`src/hw/rtl/priority_queues_with_lru_eviction_top_macros.svh`:
```
// ----------------------------------------------------------------------------
// Assertion macros
// Shared concurrent assertion forms for the priority queue block.
// ----------------------------------------------------------------------------
`ifndef PRIORITY_QUEUES_WITH_LRU_EVICTION_TOP_MACROS_SVH
`define PRIORITY_QUEUES_WITH_LRU_EVICTION_TOP_MACROS_SVH

// Same-cycle implication.
`define PQLRU_ASSERT_NOW(lbl, ante, cons, msg) \
    lbl: assert property (@(posedge i_clk) disable iff (!i_rst_n) (ante) |-> (cons)) \
        else $error(msg);

// Next-cycle implication.
`define PQLRU_ASSERT_NEXT(lbl, ante, cons, msg) \
    lbl: assert property (@(posedge i_clk) disable iff (!i_rst_n) (ante) |=> (cons)) \
        else $error(msg);

`endif

```
`src/hw/rtl/pqlru_pkg.sv`:
```
// ----------------------------------------------------------------------------
// pqlru_pkg
// Types, codes and constants of the priority queue block with LRU eviction.
// ----------------------------------------------------------------------------
package pqlru_pkg;

    localparam int DEF_RECORD_SLOTS = 64;
    localparam int REC_W  = 6;
    localparam int OP_W   = 3;
    localparam int PRI_W  = 2;
    localparam int KIND_W = 2;
    localparam int STAT_W = 2;
    localparam int CNT_W  = 7;
    localparam int TAG_W  = 3;
    localparam int LIST_W = 2;
    localparam int CFG_ADDR_W = 3;

    localparam logic [OP_W-1:0] OP_INSERT    = 3'd0;
    localparam logic [OP_W-1:0] OP_ADD_EVICT = 3'd1;
    localparam logic [OP_W-1:0] OP_TOUCH     = 3'd2;
    localparam logic [OP_W-1:0] OP_REMOVE    = 3'd3;
    localparam logic [OP_W-1:0] OP_REPRIO    = 3'd4;
    localparam logic [OP_W-1:0] OP_DEQUEUE   = 3'd5;
    localparam logic [OP_W-1:0] OP_FLUSH     = 3'd6;

    localparam logic [KIND_W-1:0] KIND_ACK   = 2'd0;
    localparam logic [KIND_W-1:0] KIND_DEQ   = 2'd1;
    localparam logic [KIND_W-1:0] KIND_EVICT = 2'd2;
    localparam logic [KIND_W-1:0] KIND_FLUSH = 2'd3;

    localparam logic [STAT_W-1:0] STAT_OK      = 2'd0;
    localparam logic [STAT_W-1:0] STAT_EMPTY   = 2'd1;
    localparam logic [STAT_W-1:0] STAT_REFUSED = 2'd2;

    localparam logic [LIST_W-1:0] LIST_HIGH  = 2'd0;
    localparam logic [LIST_W-1:0] LIST_MED   = 2'd1;
    localparam logic [LIST_W-1:0] LIST_LOW   = 2'd2;
    localparam logic [LIST_W-1:0] LIST_EVICT = 2'd3;

    localparam logic [TAG_W-1:0] TAG_NONE  = 3'd0;
    localparam logic [TAG_W-1:0] TAG_EVICT = 3'd4;

    localparam logic [CNT_W-1:0]      MAX_RESET     = 7'd64;
    localparam logic [CFG_ADDR_W-1:0] REG_MAX_CACHE = 3'd0;

    typedef struct packed {
        logic              capture;
        logic              rd_slot;
        logic              rd_head;
        logic              unlink;
        logic              push;
        logic [LIST_W-1:0] lsel;
        logic              pend_inc;
        logic              pend_dec;
        logic              ev_inc;
        logic              ev_dec;
        logic              ev_clr;
        logic              emit;
        logic [KIND_W-1:0] kind;
        logic [STAT_W-1:0] status;
        logic              emit_id;
        logic              last;
    } t_dp_cmd;

    typedef struct packed {
        logic [OP_W-1:0]   op;
        logic              slot_ok;
        logic [LIST_W-1:0] pri;
        logic              listed;
        logic              pending;
        logic              evict;
        logic              dq_any;
        logic [LIST_W-1:0] dq_list;
        logic              ev_nonempty;
        logic              ev_room;
        logic              out_free;
    } t_dp_stat;

endpackage

```
`src/hw/rtl/pqlru_ctrl.sv`:
```
// ----------------------------------------------------------------------------
// pqlru_ctrl
// Sequencer that steps each operation through reads, unlinks and pushes.
// ----------------------------------------------------------------------------
module pqlru_ctrl import pqlru_pkg::*; (
    input  logic     i_clk,
    input  logic     i_rst_n,
    input  logic     i_valid,
    output logic     o_ready,
    input  t_dp_stat i_stat,
    output t_dp_cmd  o_cmd
);

    typedef enum logic [8:0] {
        S_IDLE  = 9'b000000001,
        S_DISP  = 9'b000000010,
        S_CHK   = 9'b000000100,
        S_PUSH  = 9'b000001000,
        S_ROOM  = 9'b000010000,
        S_HUNL  = 9'b000100000,
        S_FUNL  = 9'b001000000,
        S_FEMIT = 9'b010000000,
        S_EMIT  = 9'b100000000
    } t_state;

    t_state            r_state, n_state;
    logic [KIND_W-1:0] r_kind, n_kind;
    logic [STAT_W-1:0] r_stat, n_stat;
    logic              r_id, n_id;

    assign o_ready = (r_state == S_IDLE);

    always_comb begin
        n_state = r_state;
        n_kind  = r_kind;
        n_stat  = r_stat;
        n_id    = r_id;
        o_cmd   = '0;
        unique case (r_state)
            S_IDLE: begin
                o_cmd.capture = i_valid;
                if (i_valid) begin
                    n_state = S_DISP;
                end
            end
            S_DISP: begin
                n_kind = KIND_ACK;
                n_stat = STAT_OK;
                n_id   = 1'b0;
                n_state = S_EMIT;
                priority if (i_stat.op == OP_DEQUEUE) begin
                    if (i_stat.dq_any) begin
                        o_cmd.rd_head = 1'b1;
                        o_cmd.lsel    = i_stat.dq_list;
                        n_state       = S_HUNL;
                    end else begin
                        n_kind = KIND_DEQ;
                        n_stat = STAT_EMPTY;
                    end
                end else if (i_stat.op == OP_FLUSH) begin
                    o_cmd.ev_clr = 1'b1;
                    if (i_stat.ev_nonempty) begin
                        o_cmd.rd_head = 1'b1;
                        o_cmd.lsel    = LIST_EVICT;
                        n_state       = S_FUNL;
                    end
                end else if (i_stat.slot_ok && (i_stat.op <= OP_REPRIO)) begin
                    o_cmd.rd_slot = 1'b1;
                    n_state       = S_CHK;
                end
            end
            S_CHK: begin
                n_state = S_EMIT;
                priority if (i_stat.op == OP_INSERT) begin
                    if (i_stat.listed) begin
                        n_stat = STAT_REFUSED;
                    end else begin
                        o_cmd.push     = 1'b1;
                        o_cmd.lsel     = i_stat.pri;
                        o_cmd.pend_inc = 1'b1;
                    end
                end else if (i_stat.op == OP_ADD_EVICT) begin
                    if (i_stat.listed) begin
                        o_cmd.unlink   = 1'b1;
                        o_cmd.ev_dec   = i_stat.evict;
                        o_cmd.pend_dec = i_stat.pending;
                        n_state        = S_PUSH;
                    end else begin
                        o_cmd.push = 1'b1;
                        o_cmd.lsel = LIST_EVICT;
                        n_state    = S_ROOM;
                    end
                end else if (i_stat.op == OP_TOUCH) begin
                    if (i_stat.evict) begin
                        o_cmd.unlink = 1'b1;
                        n_state      = S_PUSH;
                    end
                end else if (i_stat.op == OP_REMOVE) begin
                    o_cmd.unlink   = i_stat.pending || i_stat.evict;
                    o_cmd.pend_dec = i_stat.pending;
                    o_cmd.ev_dec   = i_stat.evict;
                end else begin
                    if (i_stat.pending) begin
                        o_cmd.unlink = 1'b1;
                        n_state      = S_PUSH;
                    end else begin
                        n_stat = STAT_REFUSED;
                    end
                end
            end
            S_PUSH: begin
                o_cmd.push = 1'b1;
                o_cmd.lsel = (i_stat.op == OP_REPRIO) ? i_stat.pri : LIST_EVICT;
                n_state    = (i_stat.op == OP_ADD_EVICT) ? S_ROOM : S_EMIT;
            end
            S_ROOM: begin
                if (i_stat.ev_room) begin
                    o_cmd.ev_inc = 1'b1;
                    n_state      = S_EMIT;
                end else begin
                    o_cmd.rd_head = 1'b1;
                    o_cmd.lsel    = LIST_EVICT;
                    n_state       = S_HUNL;
                end
            end
            S_HUNL: begin
                o_cmd.unlink   = 1'b1;
                o_cmd.pend_dec = (i_stat.op == OP_DEQUEUE);
                n_kind         = (i_stat.op == OP_DEQUEUE) ? KIND_DEQ : KIND_EVICT;
                n_id           = 1'b1;
                n_state        = S_EMIT;
            end
            S_FUNL: begin
                o_cmd.unlink = 1'b1;
                n_state      = S_FEMIT;
            end
            S_FEMIT: begin
                if (i_stat.out_free) begin
                    o_cmd.emit    = 1'b1;
                    o_cmd.kind    = KIND_FLUSH;
                    o_cmd.status  = STAT_OK;
                    o_cmd.emit_id = 1'b1;
                    o_cmd.last    = !i_stat.ev_nonempty;
                    if (i_stat.ev_nonempty) begin
                        o_cmd.rd_head = 1'b1;
                        o_cmd.lsel    = LIST_EVICT;
                        n_state       = S_FUNL;
                    end else begin
                        n_state = S_IDLE;
                    end
                end
            end
            S_EMIT: begin
                if (i_stat.out_free) begin
                    o_cmd.emit    = 1'b1;
                    o_cmd.kind    = r_kind;
                    o_cmd.status  = r_stat;
                    o_cmd.emit_id = r_id;
                    o_cmd.last    = 1'b1;
                    n_state       = S_IDLE;
                end
            end
            default: begin
                n_state = S_IDLE;
            end
        endcase
    end

    always_ff @(posedge i_clk) begin
        if (!i_rst_n) begin
            r_state <= S_IDLE;
        end else begin
            r_state <= n_state;
        end
    end

    always_ff @(posedge i_clk) begin
        r_kind <= n_kind;
        r_stat <= n_stat;
        r_id   <= n_id;
    end

endmodule

```
`config.mk`:
```
export PLATFORM = sky130hd
export DESIGN_NAME = pqlru_ctrl
export DESIGN_NICKNAME = d
export VERILOG_FILES = /design/src/hw/rtl/priority_queues_with_lru_eviction_top_macros.svh /design/src/hw/rtl/pqlru_pkg.sv /design/src/hw/rtl/pqlru_ctrl.sv
export SDC_FILE = /design/constraint.sdc
export NUM_CORES = 1
export LEC_CHECK = 0
export BUFFER_PORTS_ARGS = -buffer_cell sky130_fd_sc_hd__buf_2
export CORE_ASPECT_RATIO = 0.7
export CORE_MARGIN = 5
export CORE_UTILIZATION = 50
export DETAILED_ROUTE_END_ITERATION = 8
export GPL_TIMING_DRIVEN = 0
export MAX_ROUTING_LAYER = met4
export PLACE_DENSITY = 0.79
export REMOVE_ABC_BUFFERS = 1
export SYNTH_ARGS = -nofsm -noshare
export SYNTH_HDL_FRONTEND = slang
export SYNTH_SLANG_ARGS = --single-unit
```
`constraint.sdc`:
```
create_clock -name i_clk -period 2.4 [get_ports i_clk]
set_input_delay 0.12 -clock i_clk [delete_from_list [all_inputs] [get_ports i_clk]]
set_output_delay 0.12 -clock i_clk [all_outputs]
set_load 0.03 [all_outputs]
```
* Word-level counts from Yosys, hierarchy flattened
Cells that the tools add are included.
Word-level totals: logic and storage cells 123, register bits 14, output and inout port bits 20
Operators by class: muxes and demuxes 86, reductions and logical operators 9, eq/ne operators 23, order comparisons 1
Operators with widths (number):
- 9-bit 2-to-1 mux | 16
- 9-bit one-hot mux with 9 select lines | 1
- 1-bit 2-to-1 mux | 38
- 2-bit 2-to-1 mux | 14
- 7-bit 2-to-1 mux | 3
- 3-bit inequality test, second input constant | 5
- 7-bit one-hot mux with 2 select lines | 1
- 2-bit one-hot mux with 5 select lines | 1
- 3-bit equality test, second input constant | 3
- 9-bit by 1-bit equality test with 1-bit output, second input constant | 1
- 9-bit by 2-bit equality test with 1-bit output, second input constant | 1
- 9-bit by 3-bit equality test with 1-bit output, second input constant | 1
- 9-bit by 4-bit equality test with 1-bit output, second input constant | 1
- 9-bit by 5-bit equality test with 1-bit output, second input constant | 1
- 9-bit by 6-bit equality test with 1-bit output, second input constant | 1
- 9-bit by 7-bit equality test with 1-bit output, second input constant | 1
- 9-bit by 8-bit equality test with 1-bit output, second input constant | 1
- 9-bit equality test, second input constant | 1
- 3-bit 2-to-1 mux | 3
- 1-bit one-hot mux with 2 select lines | 4
- 2-bit one-hot mux with 2 select lines | 2
- 3-bit by 2-bit equality test with 1-bit output, second input constant | 2
- 2-bit inequality test, second input constant | 3
- 6-bit AND reduction | 1
- other kinds (12) | 13

* Logic depth before layout (Yosys ltp)
Gate-level depths: netlist of the first run.
word-level depth 6, gate-level depth with buffers 7

* Least setup slack after synthesis of the first run
Ideal clock, no wire load.
path type reg2out, start point reg r_state[0], end point out o_cmd[15] in the netlist's numbering, data arrival time 1931 ps, cell stages (with the launch flop) 4, setup slack 349 ps, data required time 2280 ps, path through dfxtp_1 -> nor4_4 -> nand2_1 -> o41ai_1
RTL lines:
- start, declared | line pqlru_ctrl.sv:26 | t_state r_state, n_state;
- start signal, assigned | line pqlru_ctrl.sv:173 | r_state <= n_state;
- end, declared | line pqlru_ctrl.sv:11 | output t_dp_cmd o_cmd

==> results of run 1 <==
layout make-up:
| type | instances | area share [%] |
|---|---|---|
| repair buffers | 39 | 13.93 |
| inverters | 8 | 2.089 |
| clock buffers | 4 | 2.524 |
| flip-flops and latches | 14 | 23.06 |
| well taps | 32 | 2.785 |
| multi-input cells | 119 | 55.61 |
worst paths after layout:
path,end,slack (ns),cells after the start
hold reg to reg,r_state[7],0.65,2
setup reg to reg,r_id,0.48,4
hold / removal,r_state[0],0.10,2
setup / recovery,o_cmd[10],0.12,6
cell usage in the layout (no fill, tap or decap), types with 2 or more instances in the layout:
cell,synthesis,layout
o31ai_1,3,3
o21ai_1,2,2
nand3_1,2,2
a21o_1,4,4
o21ai_0,7,7
o211ai_1,2,2
nor2_1,15,15
and2_1,7,7
nor4_4,4,4
edfxtp_1,5,5
nand2b_1,3,3
buf_4,0,2
clkbuf_4,0,3
dfxtp_1,9,8
a211oi_1,3,2
nand2_1,16,16
and4_1,3,3
nor2b_1,5,5
and3b_1,5,5
o21a_1,4,4
buf_2,1,37
nand4_1,3,3
inv_1,8,8
nor3_1,4,2
nor3_2,1,2
a21oi_1,9,9
cells by family after synthesis:
family	Yosys count
AND/OR/NAND/NOR	76
AO/OA/AOI/OAI	40
flip-flops	14
buffers and inverters	13
XOR/XNOR	2
adder cells (fa/ha/maj)	1
registers in the layout, summed over array words and instances (netlist names):
signal and flops:
r_id 1, r_kind 2, r_stat 2, r_state 9
where the power goes:
| group | switching (W) | internal (W) | leakage [nW] |
|---|---|---|---|
| combinational | 0.0000792 | 0.0000520 | 0.558 |
| clock | 0.0000834 | 0.0000924 | 0.0210 |
| sequential | 0.0000118 | 0.000252 | 0.116 |
| total | 0.000174 | 0.000396 | 0.695 |
layer usage:
layer / GRT usage, % / vias up / routed length, µm
met3: 3.348 / 4 / 288
li1: - / 611 / -
met2: 31.99 / 66 / 1530
met4: 3.960 / 0 / 32
met1: 27.70 / 583 / 1407
met5: - / - / 0
stage by stage:
stage	setup slack [ns]	area (µm²)	setup TNS (ns)	utilization (%)	power, W
after floorplan	0.3489	1132	0	-	0.0003451
after global placement	0.4142	1358	0	62.00	0.0003854
after detailed placement	0.3540	1358	0	62.00	0.0003908
after CTS	0.03144	1394	0	63.66	0.0005642
after global routing	-0.02463	1438	-0.04587	65.66	0.0006019
final	0.1163	1438	0	65.66	0.0005706
critical path: stages (launching register included):
cell and delay (ns):
dfxtp_1 0.49, nor4_4 0.42, nand3_2 0.22, nor4_2 0.34, nand2_1 0.12, o21ai_1 0.08
buf_2 0.21
repair_timing:
| action | in CTS | in global routing |
|---|---|---|
| setup buffers | 0 | 2 |
| hold buffers | 0 | 0 |
| endpoints found under the hold margin | 0 | 0 |
| setup endpoints to repair | 0 | 5 |
| resized for setup | 0 | 6 |
==> out/qor.yml, run 1 <==
status: "finished, final reports clean"
synth_simple_gate_area_share_pct: 41.22
cts_tree: "built"
timing.rr.start: "r_state[3]"
vias: 1264
yosys-top-cells-area: "dfxtp_1, edfxtp_1, nor4_4"
die_w_um: 67.79
postRouteWirelength_um: 3259
syn_to_final_growth_pct: 23.02
diodes: 0
yosysWarnings: 0
synth_fa_ha_area_share_pct: 0.9636
multi_input_area_um2: 799.5
fillers: 202
grt_overflow: 0
grt_max_degree: 17
yosys.area.top_type: "dfxtp_1"
ir_drop_uv: 243.6
cap_viol_max_count: 0
ys_ff_latch: 14
core_mm2: 0.002190
period_share_pct: 95.15
cts_buffer_depth: 2
worst_hold_path_type: "in2reg"
required_ns: 2.28
muxShareOfSynthArea_pct: 0
clock-sinks: 14
crit_start: "r_state[7]"
crit_path_max_fanout: 11
root_buffer: "clkbuf_4"
synthTopCellsByCount: "nand2_1, nor2_1, a21oi_1, dfxtp_1, inv_1"
cts_buffers: 3
async_flop_share_pct: 0
slew_headroom_pct: 62.39
routedWlPerCell_um: 15.09
fin_crit_ns: 2.284
synth_flop_cell: "dfxtp_1"
power.leakage_nw: 0.6946
end_kind: "output port"
clkLatencyLatePin_ns: 0.29
synth.distinct_cells: 43
dr.pass1.iters: 4
crit_type: "reg2out"
final.setup_skew_ns: 0.009925
antenna_left: 0
h-tree-depth: 1
cp.arrival_ns: 2.16
synth_xor_area_share_pct: 1.499
synth_area_mm2: 0.001169
clk_pin_slew_ns: 0.08
max_freq_mhz: 437.9
netlist_instances: 146
worst_setup_path_start_kind: "flip-flop"
place_congestion: 0.8976
die_height_um: 50.45
yosysSeqAreaShare_pct: 28.27
antenna_found_initial: 0
final_cells: 216
setup_viol: 0
synth_top_family_by_area: "simple AND/OR/NAND/NOR gates"
hp-start: "i_rst_n"
drive_gt1_share_pct: 30.43
io_buffers: 37
grt_pass1_vias: 1154
max_slew.worst_pin.slew_ns: 0.5634
powerDensity_mw_per_mm2: 396.9
yosysMostFrequentCell: "nand2_1"
placedCellCount: 210
viasPerCell: 5.852
io-pin-count: 38
drv_slew: 0
hold_viol_final: 0
synth_edf_count: 5
initial_core_util_pct: 53.37
synth_area_per_cell_um2: 8.004
grtUsageTotal_pct: 20.38
seq_area_um2: 331.6
synth_top_area_share_pct: 15.42
nNetsFinal: 203
whs_ns: 0.1001
route.detailed.drc: 0
hpwl_um: 2491
synth-compound-area-share_pct: 22.38
drt_iter0_drc: 82
num_rows: 14
die-area_mm2: 0.003420
grt_pass1_wl_um: 5264
No activity file was read; power rests on OpenSTA's default activity.
==> inputs of run 2 (changes only) <==
==> constraint.sdc (replaced) <==
create_clock -name i_clk -period 2.4 [get_ports i_clk]
set_input_delay 0.36 -clock i_clk [delete_from_list [all_inputs] [get_ports i_clk]]
set_output_delay 0.36 -clock i_clk [all_outputs]
set_load 0.03 [all_outputs]
==> run 2 against run 1 <==
Worst hold slack better by 0.24 ns; fmax down 0.51%; register-to-register slack better by 0.19 ns; via count increased by 1.1%; cell area rose by 7.8%; global-route usage rose by 0.63 points; critical path depth grew 1; highest routed layer unchanged.
==> out/qor.yml, run 2 (synthesis results as in run 1) <==
nNetsFinal: 207  # was 203
ir_drop_uv: 260.3  # was 243.6 µV
cts_buffers: 3  # unchanged
drt_iter0_drc: 71  # was 82
combPwrFrac_pct: 24.7  # was 23.0%
wl_met3_um: 248  # was 288 µm
pre_cts_slack_ns: 0.1140  # was 0.3540 ns
power_frac_clock_pct: 30.2  # was 30.8%
cts_buffer_depth: 2  # unchanged
root_buffer: "clkbuf_4"  # unchanged
syn_to_final_growth_pct: 32.66  # was 23.02%
m1WireLength_um: 1469  # was 1407 µm
hold_viol_final: 0  # unchanged
cts_tree: "built"  # unchanged
reg_top3: "r_state (9), r_kind (2), r_stat (2)"  # unchanged
antenna_found_initial: 0  # unchanged
setup_viol: 0  # unchanged
status: "finished, final reports clean"  # unchanged
core_mm2: 0.002190  # unchanged
grt_max_degree: 17  # unchanged
period_share_pct: 95.64  # was 95.15%
end_kind: "output port"  # unchanged
vias: 1278  # was 1,264
max_freq_mhz: 435.6  # was 437.9 MHz
largest_reg_flops: 9  # unchanged
power.leakage_nw: 0.7400  # was 0.6946 nW
worst_setup_path_start_kind: "flip-flop"  # unchanged
drive_gt1_share_pct: 37.23  # was 30.43%
dr.pass1.iters: 4  # unchanged
powerDensity_mw_per_mm2: 377.2  # was 396.9 mW/mm²
largest_register: "r_state"  # unchanged
route.detailed.drc: 0  # unchanged
postRouteWirelength_um: 3345  # was 3259 µm
power.internal_w: 0.0004013  # was 0.0003962 W
io-pin-count: 38  # unchanged
fin_util_pct: 70.80  # was 65.66%
grt_overflow: 0  # unchanged
topRoutingLayerUsed: "met4"  # unchanged
cap_viol_max_count: 0  # unchanged
die_height_um: 50.45  # unchanged
seq_power_share_pct: 45.1  # was 46.2%
final.setup_skew_ns: 0.01420  # was 0.009925 ns
antenna_left: 0  # unchanged
crit_type: "reg2out"  # unchanged
worst_hold_path_type: "in2reg"  # unchanged
grtUsageTotal_pct: 21.01  # was 20.38%
viasPerCell: 5.809  # was 5.852
p_switching_w: 0.0001835  # was 0.0001744 W
initial_core_util_pct: 53.37  # unchanged
h-tree-depth: 1  # unchanged
cts_hold_buf: 0  # unchanged
clk_pin_slew_ns: 0.10  # was 0.08 ns
layout_common_cells: "buf_2, nor2_1, nand2_1"  # was buf_2, nand2_1, nor2_1
die_w_um: 67.79  # unchanged
fillers: 192  # was 202
setup_tns_ns: 0  # unchanged
io_buffers: 37  # unchanged
crit_path_max_fanout: 7  # was 11
seq_area_um2: 340.3  # was 331.6 µm²
route.met2.wl_um: 1585  # was 1530 µm
slew_headroom_pct: 72.11  # was 62.39%
num_rows: 14  # unchanged
drv_slew: 0  # unchanged
diodes: 0  # unchanged
hpwl_um: 2491  # unchanged
grt_pass1_wl_um: 5423  # was 5264 µm
required_ns: 2.04  # was 2.28 ns
switching_share_pct: 31.37  # was 30.57%
layout_setup_ws_ns: 0.1046  # was 0.1163 ns
fin_crit_ns: 2.295  # was 2.284 ns
place_congestion: 0.8976  # unchanged
routedWlPerCell_um: 15.20  # was 15.09 µm
cp.arrival_ns: 1.94  # was 2.16 ns
die-area_mm2: 0.003420  # unchanged
clkLatencyLatePin_ns: 0.29  # about the same
grt_pass1_vias: 1179  # was 1,154
clock-sinks: 14  # unchanged
multi_input_area_um2: 850.8  # was 799.5 µm²
max_slew.worst_pin.slew_ns: 0.4168  # was 0.5634 ns
final_common_cell: "buf_2"  # unchanged
[run 2: path summary, 6_finish.rpt]
kind	startpoint	endpoint	slack [ns]	depth (start not counted)
max	r_state[3]	o_cmd[2]	0.10	7
min reg2reg	r_state[7]	r_state[7]	0.58	2
max reg2reg	r_state[3]	r_stat[1]	0.67	4
min	i_rst_n	r_state[0]	0.34	2
[run 2: area by class of cell]
class                   instances  share of cell area, %
multi-input cells             119                  54.88
flip-flops and latches         14                  21.95
repair buffers                 43                  16.30
well taps                      32                  2.583
clock buffers                   4                  2.341
inverters                       8                  1.937
[run 2: critical path: stages, from the launching register on]
cell	delay [ns]
dfxtp_2	0.39
nor4_4	0.27
buf_4	0.18
nand2_1	0.09
nor4_4	0.20
buf_4	0.18
and2_1	0.13
buf_2	0.19
[run 2: power groups by stage]
stage                     clock (W)  sequential, W  combinational [W]
after floorplan                   0       0.000266          0.0000787
after global placement            0       0.000268           0.000117
after detailed placement          0       0.000269           0.000122
after CTS                  0.000178       0.000263           0.000126
after global routing       0.000194       0.000265           0.000159
final                      0.000177       0.000264           0.000145
[run 2: layer usage]
layer	vias to the layer above	GRT usage, %
li1	618	-
met1	602	28.69
met2	54	32.47
met3	4	3.348
met4	0	4.950
met5	-	-
[run 2: per-stage QoR]
stage / cells / hold WS [ns] / power, W / instance area, µm²
floorplan: 141 / 0.4400 / 0.0003451 / 1132
global placement: 210 / 0.6365 / 0.0003854 / 1358
detailed placement: 210 / 0.6372 / 0.0003908 / 1358
CTS: 215 / 0.3429 / 0.0005678 / 1435
global route: 220 / 0.3502 / 0.0006173 / 1550
finish: 220 / 0.3422 / 0.0005848 / 1550
[run 2: what timing repair did]
action	4_1_cts	5_1_grt
pin swaps	2	6
setup endpoints to repair	13	13
endpoints found under the hold margin	0	0
setup buffers	1	5
resized for setup	9	20
